`config.mk`:
```
export PLATFORM = sky130hd
export DESIGN_NAME = lorawan_frame_classifier
export DESIGN_NICKNAME = d
export VERILOG_FILES = /design/src/rtl/lfc_pkg.sv /design/src/rtl/lorawan_frame_classifier.sv
export SDC_FILE = /design/constraint.sdc
export NUM_CORES = 2
export LEC_CHECK = 0
export BUFFER_PORTS_ARGS = -buffer_cell sky130_fd_sc_hd__clkbuf_2
export CORE_MARGIN = 10
export CORE_UTILIZATION = 60
export CTS_BUF_LIST = sky130_fd_sc_hd__clkbuf_8
export DETAILED_ROUTE_END_ITERATION = 12
export PLACE_DENSITY_LB_ADDON = 0.08
export SLEW_MARGIN = 10
export SYNTH_ARGS = -nofsm -noshare
export SYNTH_HDL_FRONTEND = slang
export SYNTH_SLANG_ARGS = --single-unit
export TNS_END_PERCENT = 10
```
`constraint.sdc`:
```
create_clock -name clock -period 15.25 [get_ports clock]
set_input_delay 2.2875 -clock clock [delete_from_list [all_inputs] [get_ports clock]]
set_output_delay 2.2875 -clock clock [all_outputs]
set_load 0.05 [all_outputs]
```
`src/rtl/lfc_pkg.sv`:
```
`timescale 1ns / 1ps
`default_nettype none
// ----------------------------------------------------------------------------
// lfc_pkg
// Shared constants for the frame classifier: frame limits, header type
// codes, verdict codes, message kinds and register indexes.
// ----------------------------------------------------------------------------
package lfc_pkg;

   localparam int MAX_FRAME_LEN  = 255;
   localparam int NUM_EUI_RANGES = 2;

   localparam int CNT_W   = $clog2(MAX_FRAME_LEN + 1);
   localparam int RCNT_W  = $clog2(NUM_EUI_RANGES + 1);
   localparam int CSR_IDX_W = $clog2(2 * NUM_EUI_RANGES + 3);
   localparam int CSR_DATA_W = 64;

   // frame layout
   localparam int JOIN_LEN     = 23;
   localparam int DATA_MIN_LEN = 12;
   localparam int FOPTS_START  = 8;
   localparam int MIC_LEN      = 4;

   // header fields
   localparam logic [4:0] HDR_RFU_MAJOR_MASK = 5'h1F;

   // frame type, header bits 7..5
   localparam logic [2:0] TYPE_JREQ   = 3'b000;
   localparam logic [2:0] TYPE_JACC   = 3'b001;
   localparam logic [2:0] TYPE_DAUP   = 3'b010;
   localparam logic [2:0] TYPE_DADN   = 3'b011;
   localparam logic [2:0] TYPE_DCUP   = 3'b100;
   localparam logic [2:0] TYPE_DCDN   = 3'b101;
   localparam logic [2:0] TYPE_REJOIN = 3'b110;
   localparam logic [2:0] TYPE_PROP   = 3'b111;

   // verdicts
   localparam logic [1:0] ST_OK   = 2'd0;
   localparam logic [1:0] ST_BAD  = 2'd1;
   localparam logic [1:0] ST_FILT = 2'd2;

   // message kinds
   localparam logic [2:0] KIND_PROP    = 3'd0;
   localparam logic [2:0] KIND_JACC    = 3'd1;
   localparam logic [2:0] KIND_JREQ    = 3'd2;
   localparam logic [2:0] KIND_REJOIN  = 3'd3;
   localparam logic [2:0] KIND_DATA_UP = 3'd4;
   localparam logic [2:0] KIND_DATA_DN = 3'd5;

   // register indexes; range i sits at CSR_EUI_BASE + 2*i (low) and +1 (high)
   localparam logic [CSR_IDX_W-1:0] CSR_RANGE_COUNT = CSR_IDX_W'(0);
   localparam int                   CSR_EUI_BASE    = 1;
   localparam logic [CSR_IDX_W-1:0] CSR_NETID_LOW   = CSR_IDX_W'(2 * NUM_EUI_RANGES + 1);
   localparam logic [CSR_IDX_W-1:0] CSR_NETID_HIGH  = CSR_IDX_W'(2 * NUM_EUI_RANGES + 2);

   localparam logic [8:0] PORT_NONE = 9'h1FF;

endpackage
`default_nettype wire

```
`src/rtl/lorawan_frame_classifier.sv`:
```
`timescale 1ns / 1ps
`default_nettype none
// ----------------------------------------------------------------------------
// lorawan_frame_classifier
// Byte-wise frame parser: captures header fields by byte position and gives
// one verdict with the extracted fields at the last byte of each frame.
// ----------------------------------------------------------------------------
// Usage:
//   req_*  : one frame byte per transfer, req_last_byte marks the final byte.
//   rsp_*  : one result per frame, valid the cycle after the last byte is
//            taken, held in an output register until the receiver takes it.
//   csr_*  : register writes, taken at any edge with csr_write_en high;
//            write only while no frame is in progress.
// Throughput is one byte per cycle while req_stall is low. Each byte goes
// through position-decoded capture and the verdict logic in front of the
// output register.
// req_stall rises only while a result sits in the output register and the
// receiver stalls it; an unstalled receiver never slows the input.
// Reset (synchronous) clears the frame state, empties the output register,
// sets the range count to zero and the NetID accept mask to all ones.
// ----------------------------------------------------------------------------
module lorawan_frame_classifier (
   input  wire                           clock,
   input  wire                           reset,
   input  wire                           req_valid,
   output logic                          req_stall,
   input  wire  [7:0]                    req_data_byte,
   input  wire                           req_last_byte,
   output logic                          rsp_valid,
   input  wire                           rsp_stall,
   output logic [1:0]                    rsp_status,
   output logic [2:0]                    rsp_msg_kind,
   output logic [7:0]                    rsp_header,
   output logic [63:0]                   rsp_join_eui,
   output logic [63:0]                   rsp_dev_eui,
   output logic [15:0]                   rsp_dev_nonce,
   output logic [31:0]                   rsp_dev_addr,
   output logic [7:0]                    rsp_frame_ctrl,
   output logic [15:0]                   rsp_frame_count,
   output logic signed [8:0]             rsp_frame_port,
   output logic [7:0]                    rsp_payload_len,
   output logic [31:0]                   rsp_mic,
   input  wire                           csr_write_en,
   input  wire  [lfc_pkg::CSR_IDX_W-1:0] csr_index,
   input  wire  [lfc_pkg::CSR_DATA_W-1:0] csr_wdata
);
   import lfc_pkg::*;

   // configuration
   logic [1:0]  range_count_ff;
   logic [63:0] eui_lo_ff [NUM_EUI_RANGES];
   logic [63:0] eui_hi_ff [NUM_EUI_RANGES];
   logic [63:0] netid_low_ff;
   logic [63:0] netid_high_ff;

   // frame state
   logic [CNT_W-1:0] count_ff, count_in;
   logic             too_long_ff, too_long_in;
   logic [7:0]       header_ff, header_in;
   logic [63:0]      join_eui_ff, join_eui_in;
   logic [63:0]      dev_eui_ff, dev_eui_in;
   logic [15:0]      nonce_ff, nonce_in;
   logic [31:0]      addr_ff, addr_in;
   logic [7:0]       ctrl_ff, ctrl_in;
   logic [15:0]      fcnt_ff, fcnt_in;
   logic [7:0]       port_ff, port_in;
   logic [31:0]      tail_ff, tail_in;

   // values after this byte is captured
   logic [CNT_W-1:0] cap_count;
   logic             cap_too_long;
   logic [7:0]       cap_header;
   logic [63:0]      cap_join_eui;
   logic [63:0]      cap_dev_eui;
   logic [15:0]      cap_nonce;
   logic [31:0]      cap_addr;
   logic [7:0]       cap_ctrl;
   logic [15:0]      cap_fcnt;
   logic [7:0]       cap_port;
   logic [31:0]      cap_tail;

   // result register
   logic         rsp_valid_ff, rsp_valid_in;
   logic [1:0]   status_ff, status_in;
   logic [2:0]   kind_ff, kind_in;
   logic [7:0]   hdr_out_ff, hdr_out_in;
   logic [63:0]  join_out_ff, join_out_in;
   logic [63:0]  dev_out_ff, dev_out_in;
   logic [15:0]  nonce_out_ff, nonce_out_in;
   logic [31:0]  addr_out_ff, addr_out_in;
   logic [7:0]   ctrl_out_ff, ctrl_out_in;
   logic [15:0]  fcnt_out_ff, fcnt_out_in;
   logic [8:0]   port_out_ff, port_out_in;
   logic [7:0]   plen_out_ff, plen_out_in;
   logic [31:0]  mic_out_ff, mic_out_in;

   logic             req_xfer;
   logic             frame_end;
   logic [2:0]       ftype;
   logic [CNT_W-1:0] port_pos;
   logic [CNT_W-1:0] port_pos_mic;
   logic [RCNT_W-1:0] ranges_active;
   logic             eui_pass;
   logic [6:0]       netid;
   logic [63:0]      netid_mask;

   assign req_stall = rsp_valid_ff & rsp_stall;
   assign req_xfer  = req_valid & ~req_stall;
   assign frame_end = req_xfer & req_last_byte;

   // ---------------------------------------------------------------- capture
   always_comb begin
      cap_count    = count_ff;
      cap_too_long = too_long_ff;
      cap_header   = header_ff;
      cap_join_eui = join_eui_ff;
      cap_dev_eui  = dev_eui_ff;
      cap_nonce    = nonce_ff;
      cap_addr     = addr_ff;
      cap_ctrl     = ctrl_ff;
      cap_fcnt     = fcnt_ff;
      cap_port     = port_ff;
      cap_tail     = tail_ff;
      if (req_xfer && !too_long_ff) begin
         if (count_ff >= CNT_W'(MAX_FRAME_LEN)) begin
            cap_too_long = 1'b1;
         end else begin
            if (count_ff == CNT_W'(0)) begin
               cap_header = req_data_byte;
            end
            for (int k = 0; k < 8; k++) begin
               if (count_ff == CNT_W'(k + 1)) begin
                  cap_join_eui[8*k +: 8] = req_data_byte;
               end
               if (count_ff == CNT_W'(k + 9)) begin
                  cap_dev_eui[8*k +: 8] = req_data_byte;
               end
            end
            for (int k = 0; k < 2; k++) begin
               if (count_ff == CNT_W'(k + 17)) begin
                  cap_nonce[8*k +: 8] = req_data_byte;
               end
               if (count_ff == CNT_W'(k + 6)) begin
                  cap_fcnt[8*k +: 8] = req_data_byte;
               end
            end
            for (int k = 0; k < 4; k++) begin
               if (count_ff == CNT_W'(k + 1)) begin
                  cap_addr[8*k +: 8] = req_data_byte;
               end
            end
            if (count_ff == CNT_W'(5)) begin
               cap_ctrl = req_data_byte;
            end
            // port sits right after the FOpts, whose length the control byte gives
            if (count_ff == CNT_W'(FOPTS_START) + CNT_W'(ctrl_ff[3:0])) begin
               cap_port = req_data_byte;
            end
            cap_tail  = {req_data_byte, tail_ff[31:8]};
            cap_count = count_ff + CNT_W'(1);
         end
      end
   end

   // ---------------------------------------------------------------- verdict
   assign ftype        = cap_header[7:5];
   assign port_pos     = CNT_W'(FOPTS_START) + CNT_W'(cap_ctrl[3:0]);
   assign port_pos_mic = port_pos + CNT_W'(MIC_LEN);
   assign netid        = cap_addr[31:25];
   assign netid_mask   = netid[6] ? netid_high_ff : netid_low_ff;

   always_comb begin
      if (range_count_ff > 2'(NUM_EUI_RANGES)) begin
         ranges_active = RCNT_W'(NUM_EUI_RANGES);
      end else begin
         ranges_active = RCNT_W'(range_count_ff);
      end
      eui_pass = (ranges_active == RCNT_W'(0));
      for (int i = 0; i < NUM_EUI_RANGES; i++) begin
         if (ranges_active > RCNT_W'(i) && cap_join_eui >= eui_lo_ff[i] &&
             cap_join_eui <= eui_hi_ff[i]) begin
            eui_pass = 1'b1;
         end
      end
   end

   always_comb begin
      unique case (ftype)
         TYPE_JACC:              kind_in = KIND_JACC;
         TYPE_JREQ:              kind_in = KIND_JREQ;
         TYPE_REJOIN:            kind_in = KIND_REJOIN;
         TYPE_DAUP, TYPE_DCUP:   kind_in = KIND_DATA_UP;
         TYPE_DADN, TYPE_DCDN:   kind_in = KIND_DATA_DN;
         default:                kind_in = KIND_PROP;
      endcase
   end

   always_comb begin
      status_in    = ST_OK;
      hdr_out_in   = cap_header;
      mic_out_in   = cap_tail;
      join_out_in  = '0;
      dev_out_in   = '0;
      nonce_out_in = '0;
      addr_out_in  = '0;
      ctrl_out_in  = '0;
      fcnt_out_in  = '0;
      port_out_in  = '0;
      plen_out_in  = '0;
      priority if (cap_too_long || (cap_header[4:0] & HDR_RFU_MAJOR_MASK) != 5'd0 ||
                   (cap_count < CNT_W'(DATA_MIN_LEN) && ftype != TYPE_PROP)) begin
         status_in = ST_BAD;
      end else if (ftype == TYPE_PROP || ftype == TYPE_JACC) begin
         status_in = ST_OK;
      end else if (ftype == TYPE_JREQ || ftype == TYPE_REJOIN) begin
         if (cap_count != CNT_W'(JOIN_LEN)) begin
            status_in = ST_BAD;
         end else begin
            status_in    = eui_pass ? ST_OK : ST_FILT;
            join_out_in  = cap_join_eui;
            dev_out_in   = cap_dev_eui;
            nonce_out_in = cap_nonce;
         end
      end else begin
         if (port_pos_mic > cap_count) begin
            status_in = ST_BAD;
         end else begin
            status_in   = netid_mask[netid[5:0]] ? ST_OK : ST_FILT;
            addr_out_in = cap_addr;
            ctrl_out_in = cap_ctrl;
            fcnt_out_in = cap_fcnt;
            if (port_pos_mic == cap_count) begin
               port_out_in = PORT_NONE;
            end else begin
               port_out_in = {1'b0, cap_port};
               plen_out_in = 8'(cap_count - port_pos_mic - CNT_W'(1));
            end
         end
      end
   end

   // ------------------------------------------------------------ next state
   always_comb begin
      if (frame_end) begin
         count_in    = '0;
         too_long_in = 1'b0;
         header_in   = '0;
         join_eui_in = '0;
         dev_eui_in  = '0;
         nonce_in    = '0;
         addr_in     = '0;
         ctrl_in     = '0;
         fcnt_in     = '0;
         port_in     = '0;
         tail_in     = '0;
      end else begin
         count_in    = cap_count;
         too_long_in = cap_too_long;
         header_in   = cap_header;
         join_eui_in = cap_join_eui;
         dev_eui_in  = cap_dev_eui;
         nonce_in    = cap_nonce;
         addr_in     = cap_addr;
         ctrl_in     = cap_ctrl;
         fcnt_in     = cap_fcnt;
         port_in     = cap_port;
         tail_in     = cap_tail;
      end
   end

   always_comb begin
      if (frame_end) begin
         rsp_valid_in = 1'b1;
      end else if (!rsp_stall) begin
         rsp_valid_in = 1'b0;
      end else begin
         rsp_valid_in = rsp_valid_ff;
      end
   end

   always_ff @(posedge clock) begin
      if (reset) begin
         count_ff     <= '0;
         too_long_ff  <= 1'b0;
         header_ff    <= '0;
         join_eui_ff  <= '0;
         dev_eui_ff   <= '0;
         nonce_ff     <= '0;
         addr_ff      <= '0;
         ctrl_ff      <= '0;
         fcnt_ff      <= '0;
         port_ff      <= '0;
         tail_ff      <= '0;
         rsp_valid_ff <= 1'b0;
      end else begin
         count_ff     <= count_in;
         too_long_ff  <= too_long_in;
         header_ff    <= header_in;
         join_eui_ff  <= join_eui_in;
         dev_eui_ff   <= dev_eui_in;
         nonce_ff     <= nonce_in;
         addr_ff      <= addr_in;
         ctrl_ff      <= ctrl_in;
         fcnt_ff      <= fcnt_in;
         port_ff      <= port_in;
         tail_ff      <= tail_in;
         rsp_valid_ff <= rsp_valid_in;
      end
   end

   // result payload, loaded only at the end of a frame
   always_ff @(posedge clock) begin
      if (frame_end) begin
         status_ff    <= status_in;
         kind_ff      <= kind_in;
         hdr_out_ff   <= hdr_out_in;
         join_out_ff  <= join_out_in;
         dev_out_ff   <= dev_out_in;
         nonce_out_ff <= nonce_out_in;
         addr_out_ff  <= addr_out_in;
         ctrl_out_ff  <= ctrl_out_in;
         fcnt_out_ff  <= fcnt_out_in;
         port_out_ff  <= port_out_in;
         plen_out_ff  <= plen_out_in;
         mic_out_ff   <= mic_out_in;
      end
   end

   // ------------------------------------------------------------ registers
   always_ff @(posedge clock) begin
      if (reset) begin
         range_count_ff <= '0;
         netid_low_ff   <= '1;
         netid_high_ff  <= '1;
         for (int i = 0; i < NUM_EUI_RANGES; i++) begin
            eui_lo_ff[i] <= '0;
            eui_hi_ff[i] <= '0;
         end
      end else if (csr_write_en) begin
         if (csr_index == CSR_RANGE_COUNT) begin
            range_count_ff <= csr_wdata[1:0];
         end
         if (csr_index == CSR_NETID_LOW) begin
            netid_low_ff <= csr_wdata;
         end
         if (csr_index == CSR_NETID_HIGH) begin
            netid_high_ff <= csr_wdata;
         end
         for (int i = 0; i < NUM_EUI_RANGES; i++) begin
            if (csr_index == CSR_IDX_W'(CSR_EUI_BASE + 2 * i)) begin
               eui_lo_ff[i] <= csr_wdata;
            end
            if (csr_index == CSR_IDX_W'(CSR_EUI_BASE + 2 * i + 1)) begin
               eui_hi_ff[i] <= csr_wdata;
            end
         end
      end
   end

   assign rsp_valid       = rsp_valid_ff;
   assign rsp_status      = status_ff;
   assign rsp_msg_kind    = kind_ff;
   assign rsp_header      = hdr_out_ff;
   assign rsp_join_eui    = join_out_ff;
   assign rsp_dev_eui     = dev_out_ff;
   assign rsp_dev_nonce   = nonce_out_ff;
   assign rsp_dev_addr    = addr_out_ff;
   assign rsp_frame_ctrl  = ctrl_out_ff;
   assign rsp_frame_count = fcnt_out_ff;
   assign rsp_frame_port  = $signed(port_out_ff);
   assign rsp_payload_len = plen_out_ff;
   assign rsp_mic         = mic_out_ff;

endmodule
`default_nettype wire

```
; Yosys cells after proc, flatten, opt, wreduce, memory -nomap -nowiden
; Memories as Yosys holds them, arrays and structs flattened.
; Cells that the tools add are included.
[op_classes]
n_eq_ne = 36
n_bitwise = 9
n_mux = 87
n_addsub = 6
n_lt_le_gt_ge = 11
reduce_logical = 26
[ops]
columns = operator, count
row1 = $mux 64, 9
row2 = $mux 8, 35
row3 = $ge 64x64->1, 2
row4 = $le 64x64->1, 2
row5 = $mux 32, 4
row6 = $eq 8x4->1 const B, 8
row7 = $mux 16, 4
row8 = $eq 8x3->1 const B, 4
row9 = $mux 1, 26
row10 = $eq 8x5->1 const B, 3
row11 = $eq 3x3->1 const B, 7
row12 = $eq 8x2->1 const B, 2
row13 = $pmux 3 s5, 1
row14 = $eq 3x2->1 const B, 4
row15 = $mux 2, 6
row16 = $add 4x4->5 const A, 2
row17 = $mux 9, 1
row18 = $add 8x1->8 const B, 1
row19 = $eq 6x8->1, 1
row20 = $eq 8x1->1 const B, 1
row21 = $eq 8x5->1, 1
row22 = $ge 8x8->1 const B, 1
row23 = $gt 6x8->1, 1
row24 = $logic_not 8->1, 1
row25 = other kinds (25), 48
[totals]
n_memories = 2
input_bits = 81
register_bits = 650
wordCells = 205
out_inout_bits = 264
ram_bits = 256
[mem_list]
columns = memory, depth, word_bits, read_ports, rd_clocked_by_memory_dff, wr, line
row1 = eui_hi_ff, 2, 64, 2, 0, 2, lorawan_frame_classifier.sv:52  ; logic [63:0] eui_hi_ff [NUM_EUI_RANGES];
row2 = eui_lo_ff, 2, 64, 2, 0, 2, lorawan_frame_classifier.sv:51  ; logic [63:0] eui_lo_ff [NUM_EUI_RANGES];

; Depth between registers and ports, before layout
[logic_depth]
word_depth = 14
mapped_depth = 18
mapped_depth_nobuf = 17

; Least setup slack after synthesis
; No wires, ideal clock.
[synth_path]
kind = input -> register
startpoint = in req_valid
endpoint = reg addr_out_ff[0], in the netlist rsp_dev_addr[0], enable pin
slack_ns = 6.879
arrival_ns = 7.758
required_ns = 14.638
path_stages = 3
path_buffers = 0
setup_ns = 0.612
cell_sequence = a21boi_1 nand2_1 inv_1
[synth_via]
elab_chain_len = 2
[synth_rtl]
columns = element, line
row1 = start: declaration, lorawan_frame_classifier.sv:25  ; input wire req_valid,
row2 = $and 1x1->1, lorawan_frame_classifier.sv:108  ; assign req_xfer = req_valid & ~req_stall;
row3 = $and 1x1->1, lorawan_frame_classifier.sv:109  ; assign frame_end = req_xfer & req_last_byte;
row4 = via frame_end, lorawan_frame_classifier.sv:98  ; logic frame_end;
row5 = end signal: assignment, lorawan_frame_classifier.sv:320  ; addr_out_ff <= addr_out_in;
row6 = end: declaration, lorawan_frame_classifier.sv:90  ; logic [31:0] addr_out_ff, addr_out_in;
; The timed path passes the listed nets, and every way through them passes these cells.
; A chain may end at the register's enable or synchronous reset.

; Worst setup path after layout
[layout_path]
startpoint = in rsp_stall
endpoint = reg status_ff[1], in the netlist rsp_status[1], data pin
[layout_via]
elab_chain_len = 13
elab_cells_between_ends = 45
cone_classes = add/sub (2) / order compare (6) / eq/ne (5) / mux (16) / bitwise (3) / reduce/logical (13)
[layout_rtl]
columns = element, line
row1 = start: declaration, lorawan_frame_classifier.sv:30  ; input wire rsp_stall,
row2 = $and 1x1->1 (*), lorawan_frame_classifier.sv:107  ; assign req_stall = rsp_valid_ff & rsp_stall;
row3 = $not 1->1 (*), lorawan_frame_classifier.sv:108
row4 = $and 1x1->1 (*), lorawan_frame_classifier.sv:108
row5 = $logic_and 1x1->1 (*), lorawan_frame_classifier.sv:124  ; if (req_xfer && !too_long_ff) begin
row6 = $mux 64 (*), lorawan_frame_classifier.sv:124
row7 = via cap_join_eui[56], lorawan_frame_classifier.sv:73  ; logic [63:0] cap_join_eui;
row8 = $ge 64x64->1, lorawan_frame_classifier.sv:180  ; if (ranges_active > RCNT_W'(i) && cap_join_eui >= eui_lo_ff[i] &&
row9 = $logic_and 1x1->1 (2 in a row), lorawan_frame_classifier.sv:180
row10 = $mux 1, lorawan_frame_classifier.sv:180
row11 = $mux 1 (*), lorawan_frame_classifier.sv:180
row12 = $mux 2 (*), lorawan_frame_classifier.sv:219  ; status_in = eui_pass ? ST_OK : ST_FILT;
row13 = $mux 2 (*), lorawan_frame_classifier.sv:216  ; if (cap_count != CNT_W'(JOIN_LEN)) begin
row14 = $mux 2 (*), lorawan_frame_classifier.sv:215  ; end else if (ftype == TYPE_JREQ || ftype == TYPE_REJOIN) begin
row15 = end signal: assignment, lorawan_frame_classifier.sv:314  ; status_ff <= status_in;
row16 = end: declaration, lorawan_frame_classifier.sv:84  ; logic [1:0] status_ff, status_in;
; The timed path passes the listed nets; every way through them passes the cells marked *. The select of a mux whose other input is x is not followed.

==> impl_metrics.py <==
metrics = {
    "outcome": {
        "outcome": "finished clean",
    },
    "placement": {
        "io_buffer_count": 344,
        "place_area_mm2": 0.04252,
        "hpwl_um": 74380,
        "gp_congestion": 0.8951,
    },
    "grt": {
        "grt_pass1_vias": 27450,
        "grt_pass1_wl_um": 164100,
        "grt_overflow_total": 0,
        "track_usage_pct": 27.43,
        "grt_max_degree": 101,
        "antenna_found_initial": 5,
    },
    "die": {
        "io_pins": 345,
        "coreArea_mm2": 0.06598,
        "start_util_pct": 60.67,
        "die_x_um": 278.3,
        "rows": 94,
        "die_h_um": 278.3,
        "die-area_mm2": 0.07745,
    },
    "yosys": {
        "avgSynthCellArea_um2": 10.92,
        "ys_seq_area_share_pct": 58.26,
        "netlist_area_mm2": 0.04003,
        "yosysTopAreaCell": "edfxtp_1",
        "synth_ff_type": "edfxtp_1",
        "synth_warnings": 0,
        "synthCells": 3667,
        "synth-async-reset-ratio_pct": 0,
        "synth_area_leaders": "edfxtp_1 39%, dfxtp_1 19%, ha_1 8.5%",
        "synth_edf_count": 518,
        "synth_top_area_share_pct": 38.85,
        "synth_nets": 4020,
        "synth.distinct_cells": 73,
        "ys_ff_latch": 906,
    },
    "setup_path": {
        "worst_ep_required_time_ns": 15.76,
        "r2r_slack_ns": 9.71,
        "r2r_cells": 17,
        "worstReg2RegEnd": "rsp_status[1]",
        "start_kind": "primary input",
        "cp-end-kind": "flop",
        "cp_max_fo": 8,
        "critPathKind": "in -> reg",
        "critPathArrivalTime_ns": 7.29,
        "crit-reg2reg-launch": "count_ff[0]",
    },
    "cts": {
        "cts_sinks": 906,
        "cts_resized": 0,
        "cts_buffers": 148,
        "cts_max_path_buffers": 3,
        "insertion_delay_ns": 0.80,
        "cts.clk_slew.worst_paths_ns": 0.06,
        "cts_tree": "done",
        "cts-root-buf": "clkbuf_8",
        "holdBufCountCts": 0,
        "cts_max_level": 4,
        "cts_setup_buffers": 0,
    },
    "timing": {
        "finalCritPeriodShare_pct": 44.46,
        "slew_viol_final": 0,
        "max_freq_mhz": 147.5,
        "tightest_slew_ns": 1.221,
        "max_slew_margin_pct": 17.91,
        "finalHoldViolCount": 0,
        "finalSetupTns_ns": 0,
        "timing.hold.ws_ns": 0.4631,
        "rsz0062_at_grt": "false",
        "period_minus_slack_ns": 6.780,
        "setup_viol": 0,
        "finClkSkew_ns": 0.02347,
    },
    "drt": {
        "num_vias": 28000,
        "top_layer_used": "met4",
        "drtIter0Drc": 2580,
        "routedLengthMet1_um": 45950,
        "drt-vias-per-instance": 5.573,
        "drt-total-wl_um": 108300,
        "wl_met3_um": 8240,
        "drc": 0,
        "dr.pass1.iters": 6,
        "wl_per_cell_um": 21.56,
        "route.met2.wl_um": 50880,
        "antenna_left": 0,
    },
    "worst_hold_path": {
        "min_to": "netid_high_ff[38]",
        "hold_path.startpoint": "netid_high_ff[38]",
        "hold_depth": 2,
        "min_path_type": "reg -> reg",
    },
    "layout": {
        "fillers": 5120,
        "nets": 4383,
        "multi_input_area_mm2": 0.01483,
        "drive_gt1_share_pct": 16.19,
        "final_area_mm2": 0.04547,
        "ff_latch_area_mm2": 0.02332,
        "synthToLayoutAreaGrowth_pct": 13.58,
        "utilization_pct": 68.92,
    },
    "run": {
        "maxCapViolCount": 0,
    },
    "power_and_ir_drop": {
        "finalPower_mw": 5.208,
        "powerDensity_mw_per_mm2": 114.5,
        "p_leak_nw": 21.90,
        "irDropWorstVdd_v": 0.00009013,
    },
}
[area by class of cell]
cell class / instances / area share, %
Clock inverter: 104 / 1.269
Tap cell: 864 / 2.377
Sequential cell: 906 / 51.29
Multi-Input combinational cell: 2253 / 32.62
Inverter: 340 / 2.829
Timing Repair Buffer: 381 / 4.397
Clock buffer: 172 / 5.206
Antenna cell: 3 / 0.01651
[cell usage after synthesis (all sizes together) (6+ instances only)]
library cell,n
o21a,8
o31ai,9
nor2,464
nand2b,12
a22oi,6
clkbuf,122
nor4,9
and3,11
dfxtp,388
inv,340
edfxtp,518
xnor2,10
and2,137
mux2i,217
nand2,416
a211oi,10
nand4,65
nand3,159
a222oi,8
o22a,7
buf,46
o21ai,36
xor2,7
mux2,55
a21o,79
ha,271
nor3,24
nor2b,53
a21oi,94
o211ai,9
a31oi,9
[placed cells by master, fill, tap and decap left out, types with 10 or more instances in the layout]
cell type and count:
a21o_1 79, a21oi_1 94, and2_1 137, buf_4 37
clkbuf_2 344, clkbuf_8 172, clkinv_2 14, dfxtp_1 388
edfxtp_1 518, ha_1 271, inv_1 401, mux2_2 55
mux2i_1 216, nand2_1 413, nand2b_1 12, nand3_1 154
nand4_1 64, nor2_1 463, nor2b_1 53, nor3_1 21
o21ai_0 29, xnor2_1 10
[worst max path at each step]
stage / startpoint / to / cells past startpoint
global route: rsp_stall / rsp_status[1] / 18
detailed placement: rsp_stall / rsp_status[1] / 17
global placement: rsp_stall / rsp_status[1] / 17
CTS: rsp_stall / rsp_status[1] / 17
finish: rsp_stall / rsp_status[1] / 17
floorplan: req_valid / rsp_dev_addr[0] / 3
[sequential cells by signal, indices dropped and copies added (netlist names), 9 cells and up]
| signal | count |
|---|---|
| addr_ff | 32 |
| dev_eui_ff | 64 |
| eui_hi_ff | 128 |
| eui_lo_ff | 128 |
| fcnt_ff | 16 |
| join_eui_ff | 64 |
| netid_high_ff | 64 |
| netid_low_ff | 64 |
| nonce_ff | 16 |
| rsp_dev_addr | 32 |
| rsp_dev_eui | 64 |
| rsp_dev_nonce | 16 |
| rsp_frame_count | 16 |
| rsp_frame_port | 9 |
| rsp_join_eui | 64 |
| rsp_mic | 32 |
| tail_ff | 32 |
[per-stage QoR]
stage / setup slack, ns / instances
final: 8.470 / 5023
after global routing: 8.106 / 5022
after CTS: 8.575 / 5020
after detailed placement: 7.751 / 4744
after global placement: 7.801 / 4744
after floorplan: 6.879 / 3667
[report_power, final]
group | leakage (nW) | internal (mW) | switching (mW) | total (mW)
Sequential | 8.04 | 2.68 | 0.0341 | 2.71
Clock | 1.75 | 1.09 | 0.978 | 2.07
Combinational | 12.1 | 0.104 | 0.323 | 0.427
Total | 21.9 | 3.87 | 1.33 | 5.21
[metal layers]
layer	up-vias	track usage (%)
met4	0	9.211
li1	13350	-
met3	186	6.126
met5	-	0
met2	942	44.05
met1	13520	36.49
[cell families after synthesis]
kind of cell / count (synthesis) / share of synthesized area (%)
flip-flops: 906 / 58.26
AND/OR/NAND/NOR: 1375 / 15.61
multiplexers: 272 / 6.973
buffers and inverters: 508 / 4.910
XOR/XNOR: 17 / 0.3719
AO/OA/AOI/OAI: 317 / 5.363
adder cells (fa/ha/maj): 272 / 8.520
[critical path: stages]
cell      delay (ns)
clkbuf_2        0.10
a21bo_2         0.26
nor2_2          0.23
nand2_1         0.13
nor3_1          0.53
nand2_1         0.45
mux2i_1         0.43
inv_1           0.20
ha_1            0.32
nand4_1         0.19
nor4_1          0.76
nand2_1         0.32
nor4_1          0.42
o21ai_0         0.16
nor3b_1         0.17
a211oi_1        0.21
o32ai_1         0.13
Power figures use the tool's default switching activity.
